===== src/hw/rtl/mtpl_ram.sv =====
// ============================================================================
// mtpl_ram
// Generic simple dual-port RAM: one write port, one read port, read data
// registered.
// ============================================================================
module mtpl_ram #(
    parameter int  WIDTH = 8,
    parameter int  DEPTH = 16,
    localparam int AW    = $clog2(DEPTH)
) (
    input  logic             i_clk,
    input  logic             i_we,
    input  logic [AW-1:0]    i_waddr,
    input  logic [WIDTH-1:0] i_wdata,
    input  logic [AW-1:0]    i_raddr,
    output logic [WIDTH-1:0] o_rdata
);

    logic [WIDTH-1:0] r_mem [DEPTH];
    logic [WIDTH-1:0] r_rdata;

    // Write port
    always_ff @(posedge i_clk) begin
        if (i_we) begin
            r_mem[i_waddr] <= i_wdata;
        end
    end

    // Registered read port
    always_ff @(posedge i_clk) begin
        r_rdata <= r_mem[i_raddr];
    end

    assign o_rdata = r_rdata;

endmodule


===== config.mk =====
export PLATFORM = sky130hd
export DESIGN_NAME = mtpl_ram
export DESIGN_NICKNAME = d
export VERILOG_FILES = /design/src/hw/rtl/mtpl_ram.sv
export SDC_FILE = /design/constraint.sdc
export NUM_CORES = 1
export LEC_CHECK = 0
export BUFFER_PORTS_ARGS = -buffer_cell sky130_fd_sc_hd__buf_2
export CAP_MARGIN = 20
export CELL_PAD_IN_SITES_DETAIL_PLACEMENT = 1
export CELL_PAD_IN_SITES_GLOBAL_PLACEMENT = 2
export CORE_MARGIN = 4
export CORE_UTILIZATION = 52
export CTS_CLUSTER_DIAMETER = 100
export DETAILED_ROUTE_END_ITERATION = 10
export PLACE_DENSITY = 0.83
export RECOVER_POWER = 100
export SYNTH_ARGS = -nofsm -noshare
export SYNTH_HDL_FRONTEND = slang
export SYNTH_SLANG_ARGS = --single-unit

===== constraint.sdc =====
create_clock -name i_clk -period 3.65 [get_ports i_clk]
set_clock_uncertainty 0.15 [all_clocks]
set_input_delay 0.5475 -clock i_clk [delete_from_list [all_inputs] [get_ports i_clk]]
set_output_delay 0.5475 -clock i_clk [all_outputs]
set_load 0.02 [all_outputs]

# [Word level (Yosys, flattened, before mapping)]
# Memory sizes are Yosys's and may differ from the RTL's. A register that Yosys moved wholly into a read port is not among the register bits.
# Cells that the tools add are included.
[word_totals] inputBits=18 ramBits=128 output_inout_bits=8 latchBits=0 ff_bits=0 rom_bits=0 memories=1 word_cells=3
[classes] n_eq_ne=0 shift=0 n_addsub=0 mul=0 reduce_logical=0 div=0 mux=2 n_lt_le_gt_ge=0 n_bitwise=0
[memory_table] memory="r_mem" depth=16 word_bits=8 read_ports=1 rd_clocked_by_memory_dff=1 write_ports=1 line_no="19" text="logic [WIDTH-1:0] r_mem [DEPTH];"
[op_table] cell="2-to-1 mux 1 bit" n=2

# [Longest topological paths before layout]
# Gate-level depths: netlist (run 1).
[logic_depth] word_depth=2 ltp_mapped=5 ltp_nobuf=3

# [Least setup slack after synthesis (run 1)]
# OpenSTA, ideal clock, no wires.
[synth_timing] kind="in2reg" startpoint="in i_waddr[2]" endpoint="mem r_mem[0][0] (enable)" path_buffers=0 stages=2 setup_ns=0.383 path_slack_ns=1.460 t_required_ns=3.117 t_arrival_ns=1.657 path_cell_list="or3b_2 -> nor3_1"
[synth_rtl] item="start, declared" line_no="13" text="input logic [AW-1:0] i_waddr,"
[synth_rtl] item="end, declared" line_no="19"
# Straight into the memory's write port.

==> impl.org, run 1 <==
** Clock network
- TritonCTS built the clock tree.
- Hold repair after CTS inserted 0 buffers.
- Number of buffers on the longest clock path :: 2
- Number of clock sinks seen by CTS :: 136
- Setup bufs post-CTS :: 0
- Once the clock tree was built, the resizer swapped 0 gates to a different size.
- Total CTS buffers :: 17
- Clock network latency to the later pin of the worst-skew pair :: 0.51 ns
- Clock-pin slew of the registers on the worst-case setup and hold paths :: 0.06 ns
- Library cell used as clock root buffer :: sky130_fd_sc_hd__clkbuf_8
- The clock tree synthesis step divided the H-tree into 4 levels.

** Drt
- In the routed design, unresolved DRC markers number 0.
- For this block, the routed nets add up to 10,300 um of wire.
- The detailed router finished its first iteration with 169 violations.
- Detailed-route via count :: 2,412
- After detailed routing, the number of vias per cell comes to 5.83.
- The detail route stage leaves a number of antenna-violating nets equal to 0.
- The first TritonRoute pass finished after 5 iterations.
- In the final routed layout, each cell accounts on average for 25.0 um.

** Global routing
- The first global-routing pass estimated 15,700 um of wire.
- The initial antenna violation count came to 0.
- For this run, global-route usage on met2 was measured as 0.315.
- Met1 Use GR :: 0.268
- Via count of the first global-routing pass :: 2,568
- In this run the most used layer during global routing was met2.
- Grt total ovfl :: 0
- For this run, global-route usage on met3 was measured as 0.0564.
- Maximum number of pins on one net before global-route repair :: 33
- In the global route stage, overall resource usage came out at 0.196.

** Yosys
- Distinct cells, synth :: 19
- Post-Synthesis Net Count :: 247
- The share of the Yosys chip area taken by registers is 0.778.
- Summed instance area of the synthesized netlist :: 5150 sq um
- The synthesized design contains 136 register bits.
- Counting every instance in the synthesized netlist gives 229.
- The share of synthesized area in the top cell type comes to 0.747.
- By area the synthesized netlist is led by sky130_fd_sc_hd__edfxtp_1 75%, sky130_fd_sc_hd__mux4_2 7.9%, sky130_fd_sc_hd__mux4_1 7.1%, sky130_fd_sc_hd__dfxtp_1 3.1%, sky130_fd_sc_hd__a22oi_1 2.3%.
- Each instance of the synthesized netlist takes up on average 22.5 sq um.
- Syn. warnings :: 0
- sky130_fd_sc_hd__edfxtp_1 takes more of the synthesized area than any other cell.

** Critical path
- Critical path start-end classification :: in2reg
- In this run the worst path has a maximum fanout of 18.
- Critical Path AT :: 2.69 ns
- Setup crit end kind :: flip-flop
- Required arrival time at the worst endpoint :: 3.89 ns
- Worst setup SP type :: input port

** Run status
- The run finished with clean final reports.

** Placed design
- Port buffering added 25 buffers.
- Routability-driven placement finished with a final weighted congestion of 0.707.
- Placed Cells incl. Taps :: 382
- Post-detail-place hpwl :: 6310 um

** Timing
- The worst pin sits at a relative slew slack of 0.165.
- Share of the cycle needed by the critical path after routing :: 0.670
- After layout, the minimum clock period comes to 2.44 ns.
- Total setup violations reported at the end of the flow :: 0
- On the final layout, the worst hold slack is 0.410 ns.
- Final hold violation count :: 0
- At the pin with the least slew margin, the transition time is 1.25 ns.
- Setup repair after global routing missed its margin :: false
- Fmax :: 409 MHz
- Final total negative setup slack :: 0 ns
- Slew Viols, Final :: 0

** Floorplanning
- The core region is 9680 sq um.
- Effective utilization at floorplan :: 0.532
- The floorplan step defined a die boundary enclosing 11,600 sq um.
- During I/O placement, the number of pins put on the boundary was 26.
- The floorplan has 36 rows.
- Measured along the x axis, the die boundary spans 107 um.
- From bottom edge to top edge, the die measures 107 um.

** Final layout
- Layout net count :: 286
- Total area of multi-input combinational cells :: 1060 sq um
- Fraction of layout instances using a drive strength above 1 :: 0.178
- Area Growth Syn to Fin :: 14.5%
- Post-route insts no fill :: 414
- The filler cells instantiated in the layout total 831.
- Summing all flip-flop and latch instances after layout gives 4000 sq um.
- 0 antenna diodes ended up in the layout.

** Pwr
- The worst-case IR drop observed on VDD is 0.290 mV.
- Dividing total power by cell area gives a power density of 585 nW/um^2.
- Cell leakage power :: 1.91 nW

** Worst hold path
- Worst min path class :: in2reg

** Flow run
- Max-cap violations in this run came to 0.
[layout make-up]
| type | instances | share of cell area |
|---|---|---|
| Sequential cell | 136 | 0.679 |
| Multi-Input combinational cell | 83 | 0.179 |
| Clock buffer | 20 | 0.0722 |
| Tap cell | 133 | 0.0282 |
| Timing Repair Buffer | 30 | 0.0227 |
| Clock inverter | 12 | 0.0185 |
[worst max-delay path: stages]
cell,delay [ns]
sky130_fd_sc_hd__clkbuf_1,0.90
sky130_fd_sc_hd__buf_12,0.29
sky130_fd_sc_hd__mux4_1,0.57
sky130_fd_sc_hd__a22oi_1,0.29
sky130_fd_sc_hd__nand2_1,0.09
[logic make-up (layout without fill, tap and decap cells)]
family | Yosys count | after routing | share of synthesized area
DFF | 136 | 136 | 0.778
and+or+nand+nor | 35 | 35 | 0.0318
muxes | 32 | 32 | 0.150
AOI/OAI and AO/OA | 16 | 16 | 0.0233
buffers and inverters | 10 | 62 | 0.0168
[routing by layer]
layer | routed length (um) | up-vias
li1 | - | 1051
met1 | 4460 | 1281
met2 | 5270 | 70
met3 | 538 | 10
met4 | 76 | 0
met5 | 0 | -
[where the power goes]
part / switching, mW / leakage, nW / total [mW] / internal (mW)
combinational: 0.101 / 0.424 / 0.160 / 0.0596
sequential: 0.0124 / 1.22 / 1.76 / 1.75
clock: 0.576 / 0.264 / 1.53 / 0.954
total: 0.689 / 1.91 / 3.45 / 2.76
[worst paths after layout]
path	slack, ns	start	to	depth (start not counted)
setup reg to reg	2.12	r_mem[9][4]	o_rdata[4]	3
setup / recovery	1.21	i_raddr[0]	o_rdata[5]	5
hold / removal	0.41	i_wdata[4]	r_mem[15][4]	1
hold reg to reg	0.53	r_mem[14][1]	o_rdata[1]	3
[registers in the layout, summed over array words and instances, names as in the netlist]
signal and count:
o_rdata 8, r_mem 128
[layout by cell type (no fill, tap or decap)]
cell type	count
sky130_fd_sc_hd__clkinv_1	3
sky130_fd_sc_hd__or3b_2	1
sky130_fd_sc_hd__clkinvlp_4	1
sky130_fd_sc_hd__nor2_1	13
sky130_fd_sc_hd__clkbuf_16	16
sky130_fd_sc_hd__edfxtp_1	128
sky130_fd_sc_hd__mux4_1	14
sky130_fd_sc_hd__clkinv_2	6
sky130_fd_sc_hd__buf_12	1
sky130_fd_sc_hd__mux4_2	18
sky130_fd_sc_hd__bufinv_16	2
sky130_fd_sc_hd__nand2_1	9
sky130_fd_sc_hd__and2_1	1
sky130_fd_sc_hd__nand3b_1	2
sky130_fd_sc_hd__nor2b_1	1
sky130_fd_sc_hd__nand2b_1	2
sky130_fd_sc_hd__nand3_1	1
sky130_fd_sc_hd__a22oi_1	16
sky130_fd_sc_hd__clkbuf_8	1
sky130_fd_sc_hd__nor3_1	4
sky130_fd_sc_hd__clkbuf_1	28
sky130_fd_sc_hd__and2b_1	1
sky130_fd_sc_hd__buf_2	4
sky130_fd_sc_hd__dfxtp_1	8
[Yosys cell counts]
| cell | count |
|---|---|
| sky130_fd_sc_hd__buf_2 | 3 |
| sky130_fd_sc_hd__and2b_1 | 1 |
| sky130_fd_sc_hd__buf_6 | 3 |
| sky130_fd_sc_hd__dfxtp_1 | 8 |
| sky130_fd_sc_hd__or3b_2 | 1 |
| sky130_fd_sc_hd__edfxtp_1 | 128 |
| sky130_fd_sc_hd__nor2b_1 | 1 |
| sky130_fd_sc_hd__clkdlybuf4s25_2 | 3 |
| sky130_fd_sc_hd__mux4_2 | 18 |
| sky130_fd_sc_hd__nor2_1 | 13 |
| sky130_fd_sc_hd__and2_1 | 1 |
| sky130_fd_sc_hd__mux4_1 | 14 |
| sky130_fd_sc_hd__nor3_1 | 4 |
| sky130_fd_sc_hd__buf_4 | 1 |
| sky130_fd_sc_hd__a22oi_1 | 16 |
| sky130_fd_sc_hd__nand2_1 | 9 |
| sky130_fd_sc_hd__nand2b_1 | 2 |
| sky130_fd_sc_hd__nand3_1 | 1 |
| sky130_fd_sc_hd__nand3b_1 | 2 |
[metrics by stage]
stage,instance area [sq um],util,setup slack [ns],power (mW)
6_report,5900,0.609,1.21,3.45
5_1_grt,5900,0.609,1.08,3.59
4_1_cts,5940,0.613,1.68,3.49
3_5_place_dp,5400,0.558,1.14,1.96
3_3_place_gp,5400,0.558,1.20,1.95
2_1_floorplan,5150,-,1.46,1.89
Note: power is estimated with default switching activity, not from simulation.
==> inputs of run 2 (changes only) <==
--- a/config.mk
+++ b/config.mk
@@ -10,10 +10,10 @@
 export CELL_PAD_IN_SITES_DETAIL_PLACEMENT = 1
 export CELL_PAD_IN_SITES_GLOBAL_PLACEMENT = 2
 export CORE_MARGIN = 4
-export CORE_UTILIZATION = 52
+export CORE_UTILIZATION = 48
 export CTS_CLUSTER_DIAMETER = 100
 export DETAILED_ROUTE_END_ITERATION = 10
-export PLACE_DENSITY = 0.83
+export PLACE_DENSITY = 0.77
 export RECOVER_POWER = 100
 export SYNTH_ARGS = -nofsm -noshare
 export SYNTH_HDL_FRONTEND = slang
==> constraint.sdc (replaced) <==
create_clock -name i_clk -period 2.4 [get_ports i_clk]
set_clock_uncertainty 0.15 [all_clocks]
set_input_delay 0.36 -clock i_clk [delete_from_list [all_inputs] [get_ports i_clk]]
set_output_delay 0.36 -clock i_clk [all_outputs]
set_load 0.02 [all_outputs]
==> impl.org, run 2 (same netlist as run 1, synthesis figures left out) <==
** Run status
- Status :: completed

** Drt
- Summed over all layers, the routed wires come to 10,800 um.
- Routed via count divided by cell count :: 5.64
- In this run, the number of DRC markers left after iteration 0 of detailed routing was 190.
- Count of TritonRoute iterations in the first routing pass :: 4
- Detailed-route via count :: 2,442
- The detail route stage leaves a number of antenna-violating nets equal to 0.
- After detailed routing, the average wire length per cell comes to 25.0 um.
- After detailed routing, the number of remaining DRC violations is 0.

** Clock network
- H-tree levels :: 4
- In this run the post-CTS setup repair buffer count came out at 0.
- The clock passes through at most 2 buffers.
- The tree is rooted in a sky130_fd_sc_hd__clkbuf_8.
- Clock network latency to the later pin of the worst-skew pair :: 0.53 ns
- Number of clock sinks seen by CTS :: 136
- Total CTS buffers :: 17
- Post-CTS repair changed the size of 0 cells.
- Clock-pin slew of the registers on the worst-case setup and hold paths :: 0.06 ns
- The number of hold buffers added after CTS was 0.
- TritonCTS clock tree :: built

** Final layout
- Antenna diode count :: 0
- At the end of the flow, the number of nets in the layout was 302.
- Fraction of layout instances using a drive strength above 1 :: 0.199
- Top library cells by usage in the layout, fill and taps aside :: 128 x sky130_fd_sc_hd__edfxtp_1, 37 x sky130_fd_sc_hd__clkbuf_1, 18 x sky130_fd_sc_hd__mux4_2, 16 x sky130_fd_sc_hd__a22oi_1, 16 x sky130_fd_sc_hd__clkbuf_16
- From synthesis to final layout, the design area changed by 17.8%.
- Commonest non-fill, non-tap cell in the layout :: sky130_fd_sc_hd__edfxtp_1
- The register with the most flip-flops in the final layout is r_mem.
- For this run, the share of the core covered by cells in the final layout is 0.585.
- Number of flip-flops under the largest register name :: 128

** Floorplanning
- From bottom edge to top edge, the die measures 112 um.
- Measured along the x axis, the die boundary spans 112 um.
- After floorplanning, the core was divided into 37 placement rows.
- Ports placed on the boundary :: 26
- The core region is 10,400 sq um.
- Effective utilization at floorplan :: 0.496
- The die covers 12,400 sq um.

** Timing
- Fmax :: 599 MHz
- Worst rel slew slack :: 0.478
- Smallest setup slack after layout :: 0.732 ns
- Worst hold margin :: 0.202 ns
- Setup repair after global routing missed its margin :: false
- Worst-Margin Slew :: 0.783 ns
- Final total negative setup slack :: 0 ns
- Final hold violation count :: 0
- The final number of max-transition violations was 0.
- Period minus WS final :: 1.67 ns
- Of the available clock period, the critical path in the final layout requires 0.695.
- Total setup violations reported at the end of the flow :: 0

** Placed design
- Worst setup timing slack at the placement stage :: 0.371 ns
- The HPWL after detailed placement is 6690 um.
- At the end of routability-driven placement, the weighted congestion stood at 0.700.
- IO buf count :: 25

** Global routing
- The first global-routing pass estimated 16,700 um of wire.
- Initial antenna violation count :: 0
- Grt total ovfl :: 0
- For this run, the total global-route usage over all layers was measured as 0.190.
- The number of global-route vias before repair came to 2,691.
- Entering global routing, the biggest net connects 19 pins.

** Pwr
- Summing internal, switching and leakage power gives 5.65 mW.
- Summed over all cells, the static leakage comes to 1.98 nW.
- Highest ir drop seen on vdd :: 0.463 mV
- Power per cell area :: 931 nW/um^2

** Worst hold path
- The worst hold path belongs to the class in2reg.
- Worst hold path startpoint :: i_wdata[5]
- WHS Endpoint :: r_mem[7][5]
- Worst Hold Depth :: 1

** Critical path
- Among cell families on the critical path, the largest total delay comes from buffers and inverters.
- Critical path start-end classification :: in2reg
- Capturing point of the worst reg2reg path :: o_rdata[4]
- STA classifies the critical path endpoint as a flip-flop.
- In this run the worst path has a maximum fanout of 8.
- Crit path max-delay cell type :: sky130_fd_sc_hd__clkbuf_1
- Among the stages of the critical path, the cell type that occurs most often is sky130_fd_sc_hd__clkbuf_1.
- Critical register-to-register path startpoint :: r_mem[3][4]
- Slowest Stage Delay on Critical Path :: 0.52 ns
- Cells along the critical path :: clkbuf_1 > or3b_2 > nor3_1 > clkbuf_1
- The critical path contains buffers and inverters numbering 2 combined.
- Critical Path AT :: 1.67 ns
- Counting cells, the worst reg-to-reg path comes to 3.
- For flop-to-flop paths, the worst setup slack is 0.80 ns.
- Worst setup SP type :: input port
- For the worst setup path, the data required time is 2.41 ns.

** Flow run
- MaxCap Viol Count :: 0
run 2: metal layers:
layer,track usage,part of all wire,vias to the layer above
li1,-,-,1083
met1,0.257,0.44,1270
met2,0.295,0.49,72
met3,0.0592,0.050,17
met4,0.0657,0.016,0
met5,0,0,-
run 2: through the flow:
stage | cell area, sq um | std cells
floorplan | 5150 | 229
global placement | 5530 | 401
detailed placement | 5530 | 401
CTS | 6150 | 433
global route | 6060 | 433
finish | 6060 | 433
run 2: area by class of cell:
cell class | count | area, sq um
fill | 908 | 4310
sequential | 136 | 4000
multi-input combinational | 83 | 1060
clock buffer | 18 | 418
timing repair buffer | 46 | 210
clock inverter | 14 | 205
tap | 136 | 170
run 2: worst max path at each step:
stage,start,to,slack (ns),cells past startpoint
floorplan,i_waddr[2],r_mem[0][0],0.40,2
global placement,i_raddr[1],o_rdata[0],0.35,5
detailed placement,i_raddr[1],o_rdata[0],0.37,5
CTS,r_mem[3][4],o_rdata[4],0.80,3
global route,i_we,r_mem[0][7],0.66,4
finish,i_we,r_mem[0][7],0.73,4
run 2: power by group:
group	internal [mW]	leakage [nW]	switching, mW
Sequential	2.66	1.22	0.0164
Combinational	0.0957	0.460	0.159
Clock	1.78	0.298	0.940
Total	4.53	1.98	1.12
==> inputs of run 3 (changes only) <==
--- a/config.mk
+++ b/config.mk
@@ -10,10 +10,10 @@
 export CELL_PAD_IN_SITES_DETAIL_PLACEMENT = 1
 export CELL_PAD_IN_SITES_GLOBAL_PLACEMENT = 2
 export CORE_MARGIN = 4
-export CORE_UTILIZATION = 48
+export CORE_UTILIZATION = 43
 export CTS_CLUSTER_DIAMETER = 100
 export DETAILED_ROUTE_END_ITERATION = 10
-export PLACE_DENSITY = 0.77
+export PLACE_DENSITY = 0.73
 export RECOVER_POWER = 100
 export SYNTH_ARGS = -nofsm -noshare
 export SYNTH_HDL_FRONTEND = slang
==> constraint.sdc (replaced) <==
create_clock -name i_clk -period 1.4 [get_ports i_clk]
set_clock_uncertainty 0.15 [all_clocks]
set_input_delay 0.21 -clock i_clk [delete_from_list [all_inputs] [get_ports i_clk]]
set_output_delay 0.21 -clock i_clk [all_outputs]
set_load 0.02 [all_outputs]
==> impl.org, run 3 (same netlist as run 1, synthesis figures left out) <==
** Timing
- Dividing the final minimum period by the clock period gives 1.04.
- On the final layout, the worst hold slack is 0.192 ns.
- Setup violations remaining at the end of the flow were counted as 3.
- Setup repair after global routing could not meet its margin everywhere.
- At the pin with the least slew margin, the transition time is 1.02 ns.
- Fmax :: 686 MHz
- After layout, the minimum clock period comes to 1.46 ns.
- Final hold violation count :: 0
- The final number of max-transition violations is 0.
- Headroom to the max-slew limit came out at 0.320.
- In the post-route analysis, the smallest setup slack over all paths is -0.0569 ns.

** Floorplanning
- In this run the standard cell core region covers 11,600 sq um.
- Number of cell rows :: 39
- Die footprint :: 13,800 sq um
- The initial utilization of the core area, before any placement, comes to 0.445.
- Ports placed on the boundary :: 26
- Measured along the x axis, the die boundary spans 117 um.
- Die Y-Extent :: 117 um

** Final layout
- The number of antenna diodes in the final layout is 0.
- Top library cells by usage in the layout, fill and taps aside :: 128 x sky130_fd_sc_hd__edfxtp_1, 30 x sky130_fd_sc_hd__mux4_2, 18 x sky130_fd_sc_hd__clkbuf_1, 18 x sky130_fd_sc_hd__clkbuf_2, 17 x sky130_fd_sc_hd__clkbuf_16
- Layout net count :: 316
- Commonest non-fill, non-tap cell in the layout :: sky130_fd_sc_hd__edfxtp_1
- The area growth from synthesis to layout is 20.7%.
- r_mem holds more flip-flops than any other register.
- The register with the most flip-flops in the layout has 128 of them.
- Once layout is complete, the utilization of the core stands at 0.537.
- Fraction of layout instances using a drive strength above 1 :: 0.363

** Drt
- After detailed routing, the average wire length per cell comes to 23.6 um.
- For this run, design rule violations remaining after detail routing come to 0.
- The detailed router placed 2,493 vias in this run.
- Routed via count divided by cell count :: 5.49
- Once detail routing completed, the nets flagged for antenna violations numbered 0.
- Number of DRC violations after detailed-routing iteration 0 :: 231
- Before antenna repair, the detailed router went through 4 iterations.
- Final routed wirelength across all metal layers :: 10,700 um

** Critical path
- Along the worst path, the maximum fanout reaches 1.
- Across all register-to-register paths, the minimum setup slack is -0.06 ns.
- Depth of the worst register-to-register path :: 3
- The startpoint identified for the worst register-to-register timing path is r_mem[10][7].
- The worst register-to-register path ends at o_rdata[7].
- In this run the number of cells on the critical path is 3.
- Delay-heaviest family, CP :: multiplexers
- WP buf/inv :: 0
- In this run the worst setup path begins at r_mem[10][7].
- For this run, the slowest stage of the critical path takes 0.49 ns.
- Setup crit end kind :: flip-flop
- Critical Path AT :: 1.59 ns
- Required arrival time at the worst endpoint :: 1.53 ns
- Worst setup SP type :: flip-flop
- Traced cell by cell, the critical path runs through mux4_2 > a22oi_2 > nand2_1.
- Crit path max-delay cell type :: sky130_fd_sc_hd__mux4_2
- Critical path start-end classification :: reg2reg

** Clock network
- TritonCTS clock tree :: built
- Library cell used as clock root buffer :: sky130_fd_sc_hd__clkbuf_16
- After clock tree synthesis, the clock-pin slew on the worst setup and hold paths is 0.06 ns.
- Total CTS buffers :: 17
- The clock passes through at most 2 buffers.
- H-tree levels :: 4
- Number of clock sinks seen by CTS :: 136
- Clock network latency to the later pin of the worst-skew pair :: 0.41 ns
- Buffers inserted to repair hold after CTS numbered 0.

** Pwr
- Part of the power in registers :: 0.485
- Of the total power, the clock network draws 0.462.
- Internal Power :: 7.62 mW
- Of the total power, the share spent switching nets is 0.195.
- Cell leakage power :: 2.08 nW
- Of the total power, combinational logic draws 0.053.
- Power per cell area :: 1520 nW/um^2
- The analysis attributes to net switching a power of 1.84 mW.
- Total power draw :: 9.46 mW
- The worst-case IR drop observed on VDD is 0.734 mV.

** Global routing
- Global routing finished with a remaining overflow of 0.
- In the global route stage, overall resource usage came out at 0.166.
- The number of global-route vias before repair was 2,764.
- Wire length of the first global-routing pass :: 16,500 um
- Initial antenna violation count :: 0
- Entering global routing, the biggest net connects 17 pins.

** Placed design
- Gpl congestion :: 0.747
- Detailed placement finished with a half-perimeter wire length of 6940 um.
- Port buffering added 25 buffers.

** Worst hold path
- Worst Hold Depth :: 1
- Worst hold path startpoint :: i_wdata[0]
- The worst hold path terminates at r_mem[12][0].
- Worst min path class :: in2reg

** Flow run
- MaxCap Viol Count :: 0

** Run status
- Status :: complete, but fails checks
- The final reports fail on negative setup slack.
[run 3: changes by cell type in the layout (fill, tap and decap cells not counted), sizes merged]
| cell | change |
|---|---|
| bufinv | -3 |
| buf | +16 |
| clkinv | -3 |
| clkinvlp | -1 |
| clkbuf | +5 |
[run 3: metrics by stage]
step	instance area, sq um	setup TNS, ns	setup slack [ns]	instances
after floorplan	5180	-0.690	-0.0630	229
after global placement	5710	-11.59	-0.520	422
after detailed placement	5710	-13.64	-0.543	422
after CTS	6340	-0.121	-0.0795	454
after global routing	6210	-0.683	-0.118	454
final	6210	-0.143	-0.0569	454
[run 3: layout make-up]
cell class	count	area [sq um]
timing repair buffer	60	379
clock buffer	25	505
clock inverter	7	90.1
fill	1004	5350
multi-input combinational	83	1060
tap	143	179
sequential	136	4000
[run 3: power by group through the flow]
stage | Combinational (mW) | Clock [mW] | Sequential (mW)
floorplan | 0.255 | 0 | 4.69
global placement | 0.504 | 0 | 4.66
detailed placement | 0.519 | 0 | 4.67
CTS | 0.538 | 4.45 | 4.58
global route | 0.549 | 4.65 | 4.59
finish | 0.504 | 4.37 | 4.59
[run 3: repair_timing]
item	in CTS	in global routing
pin swaps	2	1
gates resized for setup	9	0
setup endpoints to repair	8	8
gates cloned	0	0
setup buffers	0	0
[run 3: worst reg2reg max path, delay by kind of cell, from the launching register on]
kind            cells  cell delay (ns)
flops               1             0.38
compound gates      1             0.21
simple gates        1             0.09
mux                 1             0.49
[run 3: routing by layer]
layer  share of wire  global-route usage
met2            0.50               0.266
met4          0.0095              0.0528
met1            0.45               0.224
met3           0.038              0.0457
met5               0                   0
[run 3: worst max-delay path by stage]
stage | to | slack, ns
after CTS | o_rdata[0] | -0.08
after detailed placement | o_rdata[0] | -0.54
final | o_rdata[7] | -0.06
after global placement | o_rdata[0] | -0.52
after global routing | o_rdata[0] | -0.12
after floorplan | r_mem[0][0] | -0.06
